--- src/hdl/cpfm_pkg.sv ---
// ----------------------------------------------------------------------------
// cpfm_pkg
// shared types and constants for the capture period and frequency meter
// ----------------------------------------------------------------------------
`default_nettype none

package cpfm_pkg;

  localparam int unsigned TPO_W      = 17;
  localparam int unsigned RATE_W     = 24;
  localparam int unsigned CAP_W      = 16;
  localparam int unsigned CNT32_W    = 32;
  localparam int unsigned FREQ_W     = 30;
  localparam int unsigned MILLI_W    = 10;
  localparam int unsigned NUM_W      = RATE_W + MILLI_W;
  localparam int unsigned DIV_STEPS  = NUM_W;
  localparam int unsigned STEP_W     = $clog2(DIV_STEPS + 1);
  localparam int unsigned CFG_IDX_W  = 1;
  localparam int unsigned CFG_DATA_W = RATE_W;
  localparam int unsigned Q_DEPTH    = 4;
  localparam int unsigned Q_AW       = $clog2(Q_DEPTH);

  localparam logic [TPO_W-1:0]   TPO_RESET  = TPO_W'(50000);
  localparam logic [RATE_W-1:0]  RATE_RESET = RATE_W'(1000000);
  localparam logic [MILLI_W-1:0] MILLI      = MILLI_W'(1000);
  localparam logic [FREQ_W-1:0]  FREQ_MAX   = FREQ_W'(999999999);

  localparam logic [CFG_IDX_W-1:0] CFG_TPO  = CFG_IDX_W'(0);
  localparam logic [CFG_IDX_W-1:0] CFG_RATE = CFG_IDX_W'(1);

  localparam logic OP_OVERFLOW = 1'b0;
  localparam logic OP_CAPTURE  = 1'b1;

  typedef struct packed {
    logic             operation;
    logic [CAP_W-1:0] capture_value;
  } in_item_t;

  typedef struct packed {
    logic [CNT32_W-1:0] period_ticks;
    logic [FREQ_W-1:0]  freq_millihertz;
    logic               zero_period;
  } out_item_t;

  typedef struct packed {
    logic [CNT32_W-1:0] ovf_diff;
    logic [CNT32_W-1:0] cap_delta;
  } meas_t;

  typedef struct packed {
    logic full;
    logic empty;
  } q_stat_t;

endpackage

`default_nettype wire

--- src/hdl/cpfm_front.sv ---
// ----------------------------------------------------------------------------
// cpfm_front
// accepts overflow ticks and captures, pairs captures into measurements
// ----------------------------------------------------------------------------
`default_nettype none

module cpfm_front
  import cpfm_pkg::*;
(
  input  wire logic     clk,
  input  wire logic     rst,
  input  wire logic     in_valid,
  output logic          in_stall,
  input  wire in_item_t in_data,
  input  wire q_stat_t  q_stat,
  output logic          push,
  output meas_t         push_data
);

  logic [CNT32_W-1:0] overflow_count;
  logic [CAP_W-1:0]   first_capture;
  logic [CNT32_W-1:0] first_overflow_stamp;
  logic               second_pending;
  logic               accept;

  assign in_stall = q_stat.full;
  assign accept   = in_valid && !in_stall;
  assign push     = accept && (in_data.operation == OP_CAPTURE) && second_pending;

  assign push_data.ovf_diff  = overflow_count - first_overflow_stamp;
  assign push_data.cap_delta = {{(CNT32_W-CAP_W){1'b0}}, in_data.capture_value}
                             - {{(CNT32_W-CAP_W){1'b0}}, first_capture};

  always_ff @(posedge clk) begin
    if (rst) begin
      overflow_count       <= '0;
      first_capture        <= '0;
      first_overflow_stamp <= '0;
      second_pending       <= 1'b0;
    end else if (accept) begin
      if (in_data.operation == OP_OVERFLOW) begin
        overflow_count <= overflow_count + CNT32_W'(1);
      end else if (!second_pending) begin
        first_capture        <= in_data.capture_value;
        first_overflow_stamp <= overflow_count;
        second_pending       <= 1'b1;
      end else begin
        second_pending <= 1'b0;
      end
    end
  end

endmodule

`default_nettype wire

--- src/hdl/cpfm_queue.sv ---
// ----------------------------------------------------------------------------
// cpfm_queue
// short fifo of pending measurements between front and back
// ----------------------------------------------------------------------------
`default_nettype none

module cpfm_queue
  import cpfm_pkg::*;
(
  input  wire logic  clk,
  input  wire logic  rst,
  input  wire logic  push,
  input  wire meas_t push_data,
  input  wire logic  pop,
  output meas_t      pop_data,
  output q_stat_t    q_stat
);

  meas_t           slots [Q_DEPTH];
  logic [Q_AW-1:0] wr_ptr;
  logic [Q_AW-1:0] rd_ptr;
  logic [Q_AW:0]   count;
  logic            do_push;
  logic            do_pop;

  assign q_stat.full  = (count == (Q_AW+1)'(Q_DEPTH));
  assign q_stat.empty = (count == '0);
  assign do_push      = push && !q_stat.full;
  assign do_pop       = pop && !q_stat.empty;
  assign pop_data     = slots[rd_ptr];

  always_ff @(posedge clk) begin
    if (do_push) begin
      slots[wr_ptr] <= push_data;
    end
  end

  always_ff @(posedge clk) begin
    if (rst) begin
      wr_ptr <= '0;
      rd_ptr <= '0;
      count  <= '0;
    end else begin
      if (do_push) begin
        wr_ptr <= wr_ptr + Q_AW'(1);
      end
      if (do_pop) begin
        rd_ptr <= rd_ptr + Q_AW'(1);
      end
      case ({do_push, do_pop})
        2'b10:   count <= count + (Q_AW+1)'(1);
        2'b01:   count <= count - (Q_AW+1)'(1);
        default: count <= count;
      endcase
    end
  end

endmodule

`default_nettype wire

--- src/hdl/cpfm_back.sv ---
// ----------------------------------------------------------------------------
// cpfm_back
// period assembly, bit-serial frequency division and output register
// ----------------------------------------------------------------------------
`default_nettype none

module cpfm_back
  import cpfm_pkg::*;
(
  input  wire logic              clk,
  input  wire logic              rst,
  input  wire q_stat_t           q_stat,
  input  wire meas_t             pop_data,
  output logic                   pop,
  input  wire logic [TPO_W-1:0]  ticks_per_overflow,
  input  wire logic [RATE_W-1:0] reference_rate,
  output logic                   out_valid,
  input  wire logic              out_stall,
  output out_item_t              out_data
);

  typedef enum logic [4:0] {
    ST_IDLE = 5'b00001,
    ST_MUL  = 5'b00010,
    ST_ADD  = 5'b00100,
    ST_DIV  = 5'b01000,
    ST_DONE = 5'b10000
  } state_t;

  state_t               state;
  state_t               state_next;
  meas_t                meas;
  logic [CNT32_W-1:0]   product;
  logic [NUM_W-1:0]     num;
  logic [CNT32_W-1:0]   period;
  logic [CNT32_W-1:0]   rem;
  logic [STEP_W-1:0]    steps;
  logic                 zero;
  logic [CNT32_W:0]     shifted;
  logic [CNT32_W:0]     trial;
  logic                 ge;
  logic [CNT32_W-1:0]   period_sum;
  logic                 out_free;
  logic [TPO_W+CNT32_W-1:0]  mul_wide;
  logic [RATE_W+MILLI_W-1:0] num_wide;

  assign out_free   = !out_valid || !out_stall;
  assign pop        = (state == ST_IDLE) && !q_stat.empty;
  assign shifted    = {rem, num[NUM_W-1]};
  assign trial      = shifted - {1'b0, period};
  assign ge         = !trial[CNT32_W];
  assign period_sum = product + meas.cap_delta;
  assign mul_wide   = meas.ovf_diff * ticks_per_overflow;
  assign num_wide   = reference_rate * MILLI;

  always_comb begin
    state_next = state;
    unique case (state)
      ST_IDLE: if (!q_stat.empty) state_next = ST_MUL;
      ST_MUL:  state_next = ST_ADD;
      ST_ADD:  state_next = (period_sum == '0) ? ST_DONE : ST_DIV;
      ST_DIV:  if (steps == STEP_W'(1)) state_next = ST_DONE;
      ST_DONE: if (out_free) state_next = ST_IDLE;
      default: state_next = ST_IDLE;
    endcase
  end

  always_ff @(posedge clk) begin
    if (rst) begin
      state     <= ST_IDLE;
      out_valid <= 1'b0;
    end else begin
      state <= state_next;
      if (state == ST_DONE && out_free) begin
        out_valid <= 1'b1;
      end else if (!out_stall) begin
        out_valid <= 1'b0;
      end
    end
  end

  always_ff @(posedge clk) begin
    unique case (state)
      ST_IDLE: begin
        meas <= pop_data;
      end
      ST_MUL: begin
        product <= mul_wide[CNT32_W-1:0];
        num     <= NUM_W'(num_wide);
      end
      ST_ADD: begin
        period <= period_sum;
        zero   <= (period_sum == '0);
        rem    <= '0;
        steps  <= STEP_W'(DIV_STEPS);
      end
      ST_DIV: begin
        rem   <= ge ? trial[CNT32_W-1:0] : shifted[CNT32_W-1:0];
        num   <= {num[NUM_W-2:0], ge};
        steps <= steps - STEP_W'(1);
      end
      ST_DONE: begin
        if (out_free) begin
          out_data.period_ticks <= period;
          out_data.zero_period  <= zero;
          if (zero) begin
            out_data.freq_millihertz <= '0;
          end else if (num > NUM_W'(FREQ_MAX)) begin
            out_data.freq_millihertz <= FREQ_MAX;
          end else begin
            out_data.freq_millihertz <= num[FREQ_W-1:0];
          end
        end
      end
      default: begin
        meas <= meas;
      end
    endcase
  end

endmodule

`default_nettype wire

--- src/hdl/capture_period_frequency_meter_top.sv ---
// ----------------------------------------------------------------------------
// capture_period_frequency_meter_top
// input capture period and frequency meter
// ----------------------------------------------------------------------------
// input channel (in_valid/in_stall/in_data): one item per cycle at most, an
//   overflow tick or a capture edge with the 16-bit timer value. second
//   captures push a measurement into a four-entry queue, and in_stall rises
//   only while that queue is full, holding off every item, ticks included.
// output channel (out_valid/out_stall/out_data): one item per second
//   capture with the period in timer ticks and the frequency in mHz.
// a second capture's measurement passes through the queue, a multiply state,
//   an add state, 34 steps of a one bit per cycle restoring divider and the
//   output register; a zero period skips the divider. the back end takes
//   the next measurement from the queue only after the last result has
//   gone into the output register.
// a stalled result holds in the output register; the divider then waits
//   and the queue fills before the input side stalls.
// the user writes ticks_per_overflow (index 0) and reference_rate (index 1)
//   on cfg_write/cfg_index/cfg_data only while the block is idle; unenforced.
// synchronous reset clears the counters, the queue and out_valid, and
//   restores the register defaults of 50000 and 1000000.
// ----------------------------------------------------------------------------
`default_nettype none

module capture_period_frequency_meter_top
  import cpfm_pkg::*;
(
  input  wire logic                  clk,
  input  wire logic                  rst,
  input  wire logic                  in_valid,
  output logic                       in_stall,
  input  wire in_item_t              in_data,
  output logic                       out_valid,
  input  wire logic                  out_stall,
  output out_item_t                  out_data,
  input  wire logic                  cfg_write,
  input  wire logic [CFG_IDX_W-1:0]  cfg_index,
  input  wire logic [CFG_DATA_W-1:0] cfg_data
);

  logic [TPO_W-1:0]  ticks_per_overflow;
  logic [RATE_W-1:0] reference_rate;
  q_stat_t           q_stat;
  logic              push;
  meas_t             push_data;
  logic              pop;
  meas_t             pop_data;

  always_ff @(posedge clk) begin
    if (rst) begin
      ticks_per_overflow <= TPO_RESET;
      reference_rate     <= RATE_RESET;
    end else if (cfg_write) begin
      unique case (cfg_index)
        CFG_TPO:  ticks_per_overflow <= cfg_data[TPO_W-1:0];
        CFG_RATE: reference_rate     <= cfg_data[RATE_W-1:0];
        default:  reference_rate     <= reference_rate;
      endcase
    end
  end

  cpfm_front u_front (
    .clk       (clk),
    .rst       (rst),
    .in_valid  (in_valid),
    .in_stall  (in_stall),
    .in_data   (in_data),
    .q_stat    (q_stat),
    .push      (push),
    .push_data (push_data)
  );

  cpfm_queue u_queue (
    .clk       (clk),
    .rst       (rst),
    .push      (push),
    .push_data (push_data),
    .pop       (pop),
    .pop_data  (pop_data),
    .q_stat    (q_stat)
  );

  cpfm_back u_back (
    .clk                (clk),
    .rst                (rst),
    .q_stat             (q_stat),
    .pop_data           (pop_data),
    .pop                (pop),
    .ticks_per_overflow (ticks_per_overflow),
    .reference_rate     (reference_rate),
    .out_valid          (out_valid),
    .out_stall          (out_stall),
    .out_data           (out_data)
  );

endmodule

`default_nettype wire

--- config.mk ---
export PLATFORM = sky130hd
export DESIGN_NAME = capture_period_frequency_meter_top
export DESIGN_NICKNAME = d
export VERILOG_FILES = /design/src/hdl/cpfm_pkg.sv /design/src/hdl/cpfm_front.sv /design/src/hdl/cpfm_queue.sv /design/src/hdl/cpfm_back.sv /design/src/hdl/capture_period_frequency_meter_top.sv
export SDC_FILE = /design/constraint.sdc
export NUM_CORES = 2
export LEC_CHECK = 0
export BUFFER_PORTS_ARGS = -buffer_cell sky130_fd_sc_hd__buf_2
export CAP_MARGIN = 20
export CORE_MARGIN = 2
export CORE_UTILIZATION = 37
export CTS_CLUSTER_SIZE = 20
export DETAILED_ROUTE_END_ITERATION = 7
export GPL_TIMING_DRIVEN = 0
export HOLD_SLACK_MARGIN = 0.08
export REMOVE_ABC_BUFFERS = 1
export SLEW_MARGIN = 0
export SYNTH_ARGS = -nofsm -noshare
export SYNTH_HDL_FRONTEND = slang
export SYNTH_HIERARCHICAL = 1
export SYNTH_SLANG_ARGS = --single-unit
--- constraint.sdc ---
create_clock -name clk -period 11.3 [get_ports clk]
set_input_delay 0.565 -clock clk [delete_from_list [all_inputs] [get_ports clk]]
set_output_delay 0.565 -clock clk [all_outputs]
set_load 0.005 [all_outputs]
======== Word-level counts from Yosys, hierarchy flattened ========
Memories as Yosys holds them, arrays and structs flattened. A register that Yosys moved wholly into a read port is not among the register bits.
Index checks and enable logic that the tools add are counted.
storage, ports and cells
  bits of input ports ..................... 47
  memories ................................ 1
  memory bits (writable) .................. 256
  logic and storage cells ................. 93
  output and inout port bits .............. 65
  register bits ........................... 335
memories
  memory         depth  width  rd ports  clocked after memory_dff  wr ports  RTL line          text
  u_queue.slots  4      64     1         1                         1         cpfm_queue.sv:19  meas_t slots [Q_DEPTH];
operators by class
  $add $sub $neg .......................... 10
  multiplexer cells ....................... 16
  order comparisons ....................... 1
  multipliers ............................. 2
  reduce and logical (&&, ||, !) cells .... 26
  equality and inequality tests ........... 13
  bitwise operators ....................... 3
operator list
  operator                                               count
  one-hot mux 34 bit (2 select lines)                    1
  one-hot mux 32 bit (2 select lines)                    1
  > comparator 34 x 30 -> 1 bit, second input constant   1
  subtractor 33 x 32 -> 33 bit                           1
  adder 32 x 1 -> 32 bit, second input constant          1
  adder 32 bit                                           1
  logical NOT 32 bit                                     1
  multiplier 32 x 17 -> 32 bit                           1
  2-to-1 mux 32 bit                                      1
  subtractor 32 bit                                      1
  multiplier 24 x 7 -> 31 bit, second input constant     1
  2-to-1 mux 30 bit                                      1
  one-hot mux 5 bit (5 select lines)                     1
  2-to-1 mux 5 bit                                       4
  subtractor 16 x 16 -> 17 bit                           1
  one-hot mux 6 bit (2 select lines)                     1
  AND reduction 2 bit                                    5
  logical AND 1 bit                                      7
  equality test 6 x 1 -> 1 bit, second input constant    1
  inequality test 2 x 1 -> 1 bit, second input constant  3
  one-hot mux 3 bit (2 select lines)                     1
  AND reduction 3 bit                                    2
  nonzero test 2 bit                                     3
  subtractor 6 x 1 -> 6 bit, second input constant       1
  18 further kinds                                       29

======== Depth between registers and ports, before layout ========
  depth in word-level cells ............... 8
  depth in mapped cells ................... 25
  depth with buffers taken out ............ 23

======== By module ========
Netlist, hierarchy kept.
modules (own cells, without submodules)
  module                              cells each  area an instance (um2)  seq. area each (um2)  times used
  cpfm_back                           2,852       28,944.0                8,047.7               1
  cpfm_queue                          388         9,785.6                 7,867.5               1
  cpfm_front                          775         5,770.5                 1,621.6               1
  capture_period_frequency_meter_top  163         1,700.4                 820.8                 1

======== Least setup slack after synthesis ========
Ideal clock, no wire load.
  path kind ............................... reg-to-reg
  start point ............................. reg ticks_per_overflow[4]
  end point ............................... reg u_back.product[31], data pin
  buffers on the path ..................... 2
  arrival time ............................ 6.105 ns
  period minus slack after synthesis ...... 6.364 ns
  stages on the path, launching flop included .. 22
  slack ................................... 4.936 ns
  data required time ...................... 11.041 ns
  library setup time ...................... 0.259 ns
  cells stage by stage .................... dfxtp_1 > clkbuf_1 > clkbuf_1 > nand2_1 > fa_1 > fa_1 > fa_1 > inv_1 > fa_1 > fa_1 > inv_1 > fa_1 > inv_1 > ha_1 > a21o_1 > a21o_1 > a21oi_1 > o211ai_1 > a2111oi_0 > o311ai_0 > a21oi_1 > xnor2_1
between the ends
  word-level cells in the longest chain between the ends .. 1
RTL lines
  what                          RTL line                                  text
  start: declaration            capture_period_frequency_meter_top.sv:41  logic [TPO_W-1:0] ticks_per_overflow;
  start signal: assignment      capture_period_frequency_meter_top.sv:55  CFG_TPO: ticks_per_overflow <= cfg_data[TPO_W-1:0];
  multiplier 32 x 17 -> 32 bit  cpfm_back.sv:53                           assign mul_wide = meas.ovf_diff * ticks_per_overflow;
  net u_back.mul_wide[31]       cpfm_back.sv:44                           logic [TPO_W+CNT32_W-1:0] mul_wide;
  end signal: assignment        cpfm_back.sv:88                           product <= mul_wide[CNT32_W-1:0];
  end: declaration              cpfm_back.sv:33                           logic [CNT32_W-1:0] product;
The timed path passes the listed nets, and every way through them passes these cells.
A chain may end at the register's enable or synchronous reset.

======== Worst setup path in the final report ========
  start point ............................. reg, netlist name u_back/meas[37]
  end point ............................... reg u_back.product[31], data pin
between the ends
  word-level cells in the longest chain between the ends .. 1
RTL lines
  what                          RTL line
  multiplier 32 x 17 -> 32 bit  cpfm_back.sv:53
  net u_back.mul_wide[31]       cpfm_back.sv:44
The timed path passes the listed nets, and every way through them passes these cells.

==> run_summary.xml <==
<?xml version="1.0" encoding="UTF-8"?>
<metrics>
  <group name="layout">
    <metric name="design_area" unit="um^2">51300</metric>
    <metric name="most-common-layout-cells" unit="">sky130_fd_sc_hd__inv_1 (572), sky130_fd_sc_hd__edfxtp_1 (520), sky130_fd_sc_hd__nand2_1 (445)</metric>
    <metric name="layout_commonest_cell" unit="">sky130_fd_sc_hd__inv_1</metric>
    <metric name="nNetsFinal" unit="">4941</metric>
    <metric name="area_growth" unit="%">11.0</metric>
    <metric name="layout_cells_sized_above_1" unit="">0.0893</metric>
    <metric name="num-fill-cells" unit="">11600</metric>
    <metric name="diodes" unit="">0</metric>
  </group>
  <group name="floorplanning">
    <metric name="num_io_pins" unit="">112</metric>
    <metric name="placementRows" unit="">129</metric>
    <metric name="die_area" unit="um^2">128000</metric>
    <metric name="die_y" unit="um">357</metric>
    <metric name="core_area" unit="um^2">124000</metric>
    <metric name="initial_core_util" unit="">0.373</metric>
    <metric name="fp.dieW" unit="um">357</metric>
  </group>
  <group name="yosys">
    <metric name="yosys_register_bits" unit="">657</metric>
    <metric name="synth_cell_type_count" unit="">101</metric>
    <metric name="yosys_most_used_dff" unit="">sky130_fd_sc_hd__edfxtp_1</metric>
    <metric name="postSynth.asyncResetShare" unit="">0</metric>
    <metric name="syn-mean-instance-area" unit="um^2">11.1</metric>
    <metric name="synth_edf_count" unit="">520</metric>
    <metric name="netlist_area" unit="um^2">46200</metric>
    <metric name="synth_cells" unit="">4178</metric>
    <metric name="yosys_warnings" unit="">6</metric>
    <metric name="yosysSeqAreaShare" unit="">0.397</metric>
  </group>
  <group name="status">
    <metric name="status" unit="">finished clean</metric>
  </group>
  <group name="worst_setup_path">
    <metric name="crit_path_slowest_cell" unit="">sky130_fd_sc_hd__edfxtp_1</metric>
    <metric name="ff2ff_path_depth" unit="">20</metric>
    <metric name="cp_slowest_stage_delay" unit="ns">1.09</metric>
    <metric name="reg2reg_to" unit="">u_back/product[31]</metric>
    <metric name="critical_path.most_common_cell" unit="">sky130_fd_sc_hd__fa_1</metric>
    <metric name="path_cells" unit="">nand2_1 -&gt; fa_1 -&gt; inv_1 -&gt; fa_1 -&gt; inv_1 -&gt; fa_1 -&gt; inv_1 -&gt; fa_1 -&gt; fa_1 -&gt; inv_1 -&gt; fa_1 -&gt; inv_1 -&gt; ha_1 -&gt; a21o_1 -&gt; a21oi_1 -&gt; o211ai_1 -&gt; a2111oi_0 -&gt; o311ai_0 -&gt; a21oi_1 -&gt; xnor2_1</metric>
    <metric name="regToRegStartpoint" unit="">u_back/meas[37]</metric>
    <metric name="timing.critical_path.max_delay_family" unit="">adder cells</metric>
    <metric name="path_buf_inv" unit="">5</metric>
    <metric name="worstPathMaxFanout" unit="">17</metric>
    <metric name="crit_path_start_kind" unit="">register</metric>
    <metric name="worstPathRequired" unit="ns">11.67</metric>
    <metric name="timing_worst_setup_path_type" unit="">register to register</metric>
    <metric name="setup.worst_path.end_class" unit="">register</metric>
    <metric name="worstPathArrival" unit="ns">7.88</metric>
    <metric name="r2r_slack" unit="ns">3.79</metric>
  </group>
  <group name="placement">
    <metric name="io_buffer_count" unit="">111</metric>
    <metric name="post-dp-hpwl" unit="um">74000</metric>
    <metric name="place.gp.congestion" unit="">0.864</metric>
    <metric name="postPlaceCellArea" unit="um^2">48600</metric>
  </group>
  <group name="min_path">
    <metric name="hold_path_class" unit="">input pin to register</metric>
    <metric name="holdPathStages" unit="">3</metric>
    <metric name="min-delay-start" unit="">in_data[9]</metric>
    <metric name="worstHoldEndpoint" unit="">u_front/first_capture[9]</metric>
  </group>
  <group name="global_routing">
    <metric name="track_usage" unit="">0.162</metric>
    <metric name="first_global_vias" unit="">30500</metric>
    <metric name="initial_antenna_violation_count" unit="">3</metric>
    <metric name="grt_first_pass_wirelength" unit="um">165000</metric>
    <metric name="sum_of_overflow_across_all_layers_after_global_routing" unit="">0</metric>
    <metric name="grt_start_max_net_pins" unit="">91</metric>
  </group>
  <group name="drt">
    <metric name="drt-vias-per-instance" unit="">5.02</metric>
    <metric name="vias" unit="">29800</metric>
    <metric name="finalWirelength" unit="um">101000</metric>
    <metric name="wl_per_cell" unit="um">17.1</metric>
    <metric name="route.detailed.drc" unit="">0</metric>
    <metric name="drt_iter0_drc" unit="">1714</metric>
    <metric name="drt_pass1_iterations" unit="">6</metric>
    <metric name="antenna_left" unit="">0</metric>
  </group>
  <group name="timing">
    <metric name="final.period_utilization" unit="">0.665</metric>
    <metric name="period_minus_slack" unit="ns">7.51</metric>
    <metric name="clock_skew" unit="ns">0.0350</metric>
    <metric name="hold_viol_final" unit="">0</metric>
    <metric name="finalMaxSlewViolations" unit="">0</metric>
    <metric name="maxSlewHeadroom" unit="">0.247</metric>
    <metric name="worst-slew-pin-transition" unit="ns">1.13</metric>
    <metric name="setup_viol_count_final" unit="">0</metric>
    <metric name="grt_setup_unrepaired" unit="">false</metric>
    <metric name="max_freq" unit="GHz">0.133</metric>
    <metric name="final.setup.tns" unit="ns">0</metric>
  </group>
  <group name="clock_network">
    <metric name="postCtsHoldBufs" unit="">0</metric>
    <metric name="number_of_buffers_created_by_cts" unit="">74</metric>
    <metric name="numClockSinks" unit="">657</metric>
    <metric name="cts.root.buffer_cell" unit="">sky130_fd_sc_hd__clkbuf_16</metric>
    <metric name="postCtsSetupRepairBufs" unit="">0</metric>
    <metric name="cts_resized" unit="">0</metric>
    <metric name="cts-root-to-sink-buffers" unit="">3</metric>
    <metric name="clock_tree.htree_level_count" unit="">3</metric>
    <metric name="clk-insertion-delay-late" unit="ns">0.66</metric>
    <metric name="cts_tree" unit="">yes</metric>
    <metric name="clk_pin_slew" unit="ns">0.06</metric>
  </group>
  <group name="flow_run">
    <metric name="cap_viol_max_count" unit="">0</metric>
  </group>
</metrics>
-- cells by family (layout without fill, tap and decap cells) --
| group | after synthesis | in the layout | share of synthesized area |
|---|---|---|---|
| buf+inv | 738 | 850 | 0.0651 |
| compound gates | 657 | 657 | 0.0915 |
| flops | 657 | 657 | 0.397 |
| mux | 99 | 99 | 0.0394 |
| xor+xnor | 189 | 189 | 0.0358 |
| fa+ha+maj | 664 | 664 | 0.246 |
| simple gates | 1174 | 1174 | 0.124 |
-- how the worst max path moves through the flow --
stage,from,endpoint,cells after the start
floorplan,u_back/meas[41],u_back/product[31],20
global placement,u_back/state[1],u_back/num[28],4
detailed placement,ticks_per_overflow[8],u_back/product[29],21
CTS,ticks_per_overflow[8],u_back/product[31],20
global route,u_back/meas[37],u_back/product[29],21
finish,u_back/meas[37],u_back/product[31],20
-- synth_stat cells, types with 8 or more instances --
library cell / instances / area (um^2)
sky130_fd_sc_hd__a2111oi_0: 9 / 78.8
sky130_fd_sc_hd__a211o_1: 12 / 105
sky130_fd_sc_hd__a211oi_1: 30 / 225
sky130_fd_sc_hd__a21boi_0: 10 / 75.1
sky130_fd_sc_hd__a21o_1: 51 / 383
sky130_fd_sc_hd__a21oi_1: 241 / 1210
sky130_fd_sc_hd__a31oi_1: 12 / 75.1
sky130_fd_sc_hd__and2_1: 205 / 1280
sky130_fd_sc_hd__and3_1: 24 / 150
sky130_fd_sc_hd__buf_2: 14 / 70.1
sky130_fd_sc_hd__buf_4: 18 / 135
sky130_fd_sc_hd__clkbuf_1: 117 / 439
sky130_fd_sc_hd__dfxtp_1: 137 / 2740
sky130_fd_sc_hd__edfxtp_1: 520 / 15600
sky130_fd_sc_hd__fa_1: 410 / 8210
sky130_fd_sc_hd__ha_1: 254 / 3180
sky130_fd_sc_hd__inv_1: 573 / 2150
sky130_fd_sc_hd__mux2i_1: 32 / 320
sky130_fd_sc_hd__mux4_2: 60 / 1350
sky130_fd_sc_hd__nand2_1: 447 / 1680
sky130_fd_sc_hd__nand2b_1: 55 / 344
sky130_fd_sc_hd__nand3_1: 63 / 315
sky130_fd_sc_hd__nand4_1: 32 / 200
sky130_fd_sc_hd__nor2_1: 190 / 713
sky130_fd_sc_hd__nor2b_1: 21 / 131
sky130_fd_sc_hd__nor3_1: 50 / 250
sky130_fd_sc_hd__nor4_1: 9 / 56.3
sky130_fd_sc_hd__o211ai_1: 16 / 120
sky130_fd_sc_hd__o21a_1: 34 / 255
sky130_fd_sc_hd__o21ai_0: 107 / 536
sky130_fd_sc_hd__o21ai_1: 15 / 75.1
sky130_fd_sc_hd__o21bai_1: 15 / 113
sky130_fd_sc_hd__o31a_1: 8 / 70.1
sky130_fd_sc_hd__o31ai_1: 23 / 173
sky130_fd_sc_hd__or2_2: 14 / 87.6
sky130_fd_sc_hd__or3_1: 16 / 100
sky130_fd_sc_hd__xnor2_1: 118 / 1030
sky130_fd_sc_hd__xor2_1: 71 / 622
-- sequential cells by signal, summed over array words and instances (netlist names), 24 cells and up, named ones only --
register                      flops
u_queue/slots                   256
u_back/meas                      64
u_back/out_data                  63
u_back/num                       34
u_back/period                    32
u_back/product                   32
u_back/rem                       32
u_front/first_overflow_stamp     32
u_front/overflow_count           32
reference_rate                   24
-- per-stage QoR --
stage	hold WS [ns]	setup WS [ns]	utilization	instances
floorplan	0.426	4.98	-	4013
global placement	0.434	3.40	0.387	5761
detailed placement	0.438	3.76	0.393	5787
CTS	0.103	3.67	0.414	5923
global route	0.146	3.25	0.414	5927
finish	0.155	3.79	0.414	5927
-- final cells by class --
type / count / area, um^2 / area share
clock inverter: 42 / 583 / 0.0114
clock buffer: 94 / 1980 / 0.0386
inverter: 573 / 2150 / 0.0420
tap: 1637 / 2050 / 0.0399
sequential: 657 / 18400 / 0.358
timing repair buffer: 141 / 1220 / 0.0239
multi-input combinational: 2783 / 24900 / 0.486
-- per-layer routing --
metal	track usage	up-vias	wire, um
li1	-	14300	-
met1	0.211	14800	44000
met2	0.280	573	50200
met3	0.0237	157	4500
met4	0.0466	0	2500
met5	0	-	0
-- worst register-to-register path, delay by kind of cell (launching register included) --
| family | cells | cell delay [ns] |
|---|---|---|
| fa+ha+maj | 7 | 3.54 |
| flops | 1 | 1.09 |
| buf+inv | 5 | 0.27 |
| xor+xnor | 1 | 0.10 |
| simple gates | 1 | 0.19 |
| compound gates | 6 | 2.03 |
Power is left out: the tool's default activity adds up to more than one toggle a clock period on the data nets, which glitch-free logic cannot reach.
